File: config.mk
export PLATFORM = sky130hd
export DESIGN_NAME = rllt_cell
export DESIGN_NICKNAME = d
export VERILOG_FILES = /design/src/rllt_pkg.sv /design/src/rllt_cell.sv
export SDC_FILE = /design/constraint.sdc
export NUM_CORES = 1
export LEC_CHECK = 0
export BUFFER_PORTS_ARGS = -buffer_cell sky130_fd_sc_hd__buf_2
export CORE_MARGIN = 3
export CORE_UTILIZATION = 25
export CTS_CLUSTER_DIAMETER = 100
export DETAILED_ROUTE_END_ITERATION = 10
export GPL_ROUTABILITY_DRIVEN = 1
export HOLD_SLACK_MARGIN = 0.12
export PLACE_DENSITY_LB_ADDON = 0.08
export SLEW_MARGIN = 10
export SYNTH_ARGS = -nofsm -noshare
export SYNTH_HDL_FRONTEND = slang
export SYNTH_SLANG_ARGS = --single-unit
File: constraint.sdc
create_clock -name clk_i -period 6.7 [get_ports clk_i]
set_input_delay 0.335 -clock clk_i [delete_from_list [all_inputs] [get_ports clk_i]]
set_output_delay 0.335 -clock clk_i [all_outputs]
set_load 0.01 [all_outputs]
File: src/rllt_pkg.sv
package rllt_pkg;

  localparam int unsigned TABLE_DEPTH_DEF = 256;

  localparam int unsigned LINE_W   = 16;
  localparam int unsigned COLUMN_W = 16;
  localparam int unsigned LENGTH_W = 8;
  localparam int unsigned COUNT_W  = 24;
  localparam int unsigned INDEX_W  = 24;
  localparam int unsigned SLOT_OUT_W = 8;

  localparam logic [COUNT_W-1:0] COUNT_MAX = {COUNT_W{1'b1}};

  localparam logic OP_WRITE = 1'b0;
  localparam logic OP_FIND  = 1'b1;

  localparam logic STATUS_OK   = 1'b0;
  localparam logic STATUS_FULL = 1'b1;

  typedef enum logic {
    ST_IDLE,
    ST_FIND
  } state_e;

  // One table entry as held by a cell.
  typedef struct packed {
    logic [LINE_W-1:0]   line;
    logic [COLUMN_W-1:0] column;
    logic [COUNT_W-1:0]  count;
  } entry_t;

  // Per-cell control from the sequencer.
  typedef struct packed {
    logic shift;
    logic append;
    logic merge;
  } cell_ctl_t;

endpackage

File: src/rllt_cell.sv
module rllt_cell import rllt_pkg::*; (
  input  logic      clk_i,
  input  cell_ctl_t ctl_i,
  input  entry_t    neighbor_i,
  input  entry_t    wr_i,
  output entry_t    entry_o
);

  entry_t              entry_q;
  entry_t              entry_d;
  logic [COUNT_W:0]    sum;

  // Saturating merge of a run into this entry.
  assign sum = {1'b0, entry_q.count} + {1'b0, wr_i.count};

  always_comb begin
    entry_d = entry_q;
    if (ctl_i.shift) begin
      entry_d = neighbor_i;
    end else if (ctl_i.append) begin
      entry_d = wr_i;
    end else if (ctl_i.merge) begin
      entry_d.count = sum[COUNT_W] ? COUNT_MAX : sum[COUNT_W-1:0];
    end
  end

  always_ff @(posedge clk_i) begin
    entry_q <= entry_d;
  end

  assign entry_o = entry_q;

endmodule
==> impl_metrics.toml <==
[run_status]
status = "finished clean"

[die]
die_h_um = 130
initial_utilization_pct = 26.0
rows = 44
ios = 172
core_mm2 = 0.0148
die_area_mm2 = 0.0169
die_w_um = 130

[timing]
final.setup.tns_ns = 0
hold_viol = 0
slew-limit-headroom_pct = 25.1
fin_crit_sh_pct = 55.8
finalCriticalPeriod_ns = 3.74
skew_ns = 0.00532
rsz0062_at_grt = "no"
final_max_slew_viol_count = 0
max_freq_mhz = 267
worst_pin_slew_ns = 1.12
setup_viol_count_final = 0
whs_ns = 0.307

[yosys]
ys_seq_area_share_pct = 43.7
synth_common_cells = "56 x edfxtp_1, 32 x mux2_2, 32 x o21ai_0"
synth_area_leaders = "edfxtp_1 44%, mux2_2 9.4%, ha_1 7.8%, o21ai_0 4.2%, a21oi_1 3.6%"
ys_types = 55
avgSynthCellArea_um2 = 10.8
synth_flop_cell = "edfxtp_1"
ys_ff_latch = 56
synth_area_mm2 = 0.00385
yosysTopAreaCell = "edfxtp_1"
yosysWarnings = 0
synth.most_common_cell = "edfxtp_1"
synth_top_area_share_pct = 43.7
syn_inst = 358
async_flop_share_pct = 0
synth_edf_count = 56
syn-num-nets = 499

[cells_and_area]
largest_reg_flops = 56
diodes = 0
finalNetCount = 661
postLayoutCellArea_mm2 = 0.00501
area_growth_pct = 30.1
fillCellCount = 1549
drive_gt1_share_pct = 43.6

[worst_setup_path]
r2r_end = "entry_o[23]"
end_kind = "flop"
path_class = "reg2reg"
reg2reg_from = "entry_o[0]"
critPathLaunch = "entry_o[0]"
worst-r2r-setup-slack_ns = 2.96
worstPathMaxFanout = 22
critPathCapture = "entry_o[23]"
start_kind = "flop"
ff2ff_path_depth = 9
arrival_ns = 3.75
worstPathRequired_ns = 6.71

[cts]
cts_max_level = 2
ctsHoldBuffers = 0
path_clk_slew_ns = 0.08
root_buffer = "clkbuf_16"
cts_made_buffers = 5
cts_buffer_depth = 2
clk_latency_ns = 0.30
cts_tree = "built"
clock-sinks = 56
post-cts-setup-buffer-count = 0
cts.repair.resized = 0

[global_route]
antenna_found_initial = 0
grt_max_degree = 74
grt_overflow = 0
busiest_layer = "met2"
use_met2_pct = 22.2
use_met3_pct = 3.36
grtUsageTotal_pct = 13.4
grt_use_met1_pct = 17.4
grt_pass1_wl_um = 17600
grt_pass1_vias = 3370

[routing]
viasPerCell = 4.94
final_antenna_net_count = 0
drt-initial-drc-count = 120
drc_errors = 0
finalWirelength_um = 11900
via_count = 3484
first_pass_iters = 4
routedWlPerCell_um = 16.8

[power_and_ir_drop]
irDropWorstVdd_mv = 0.108
power.density_mw_per_mm2 = 228
p_leak_nw = 2.17

[placed_design]
globalplace.congestion = 0.834
dpl.hpwl_um = 8970
placed_area_mm2 = 0.00486
io_buffers = 171

[min_path]
min_path_type = "in2reg"

[job]
maxCapViolations = 0
-- power by group --
part	internal [mW]	switching [mW]
Clock	0.140	0.135
Combinational	0.181	0.235
Sequential	0.436	0.0161
Total	0.757	0.385
-- worst min path at each step --
stage                         from           to  slack (ns)  cells past startpoint
floorplan           neighbor_i[11]  entry_o[11]        0.52                      2
global placement     neighbor_i[4]   entry_o[4]        0.61                      3
detailed placement   neighbor_i[0]   entry_o[0]        0.62                      3
CTS                  neighbor_i[7]   entry_o[7]        0.29                      3
global route         neighbor_i[3]   entry_o[3]        0.31                      3
finish               neighbor_i[7]   entry_o[7]        0.31                      3
-- layout make-up --
class,count,area (µm²),share of cell area [%]
multi-input cells,276,2050,40.9
flip-flops and latches,56,1680,33.6
repair buffers,174,878,17.5
well taps,184,230,4.60
clock buffers,6,129,2.57
inverters,7,26.3,0.525
clock inverters,2,16.3,0.325
-- routing by layer --
| layer | share of wire (%) | wire length [µm] | up-vias |
|---|---|---|---|
| li1 | - | - | 1716 |
| met1 | 43 | 5150 | 1662 |
| met2 | 50 | 5890 | 94 |
| met3 | 5.5 | 658 | 12 |
| met4 | 1.4 | 167 | 0 |
| met5 | 0 | 0 | - |
-- placed cells by master (no fill, tap or decap), types with 2 or more instances in the layout --
cell type	count
nand2b_1	2
a21oi_1	28
o21a_1	5
o21ai_1	2
a221oi_2	2
nand2_1	30
o21ai_2	2
a22oi_1	2
nand4_1	5
a31oi_1	3
inv_1	6
nor3_1	4
nor2_1	11
xnor2_1	7
o21ai_0	32
edfxtp_1	56
buf_4	3
o211ai_1	2
clkbuf_16	5
xor2_1	9
o22ai_1	20
a211o_1	3
or3_1	4
mux2_2	32
a21o_1	12
nor4b_1	3
buf_2	171
nand3b_1	2
and3_1	2
ha_1	24
a211oi_1	6
-- per-stage QoR --
stage / std cells / total power [mW] / utilization, % / worst slack (ns)
after global routing: 705 / 1.22 / 33.8 / 2.54
after global placement: 697 / 0.877 / 32.8 / 2.96
after floorplan: 358 / 0.737 / - / 4.00
after CTS: 705 / 1.16 / 33.8 / 2.90
after detailed placement: 697 / 0.877 / 32.8 / 2.85
final: 705 / 1.14 / 33.8 / 2.96
-- worst max-delay path, stage by stage, from the launching register on --
cell and delay (ns):
edfxtp_1 0.40, ha_1 0.23, fa_1 0.41, a21o_1 0.22, a221oi_2 0.39, o21ai_1 0.24, nand4_1 0.15, nand3b_1 0.76
nor4b_1 0.55, a2111oi_1 0.10
-- cells by family after synthesis --
kind of cell | Yosys count | share of synthesized area, %
AO/OA/AOI/OAI | 130 | 21.8
AND/OR/NAND/NOR | 72 | 9.79
flip-flops | 56 | 43.7
multiplexers | 33 | 9.62
buffers and inverters | 26 | 3.15
adder cells (fa/ha/maj) | 25 | 8.32
XOR/XNOR | 16 | 3.64
No activity file was read; power rests on OpenSTA's default activity.
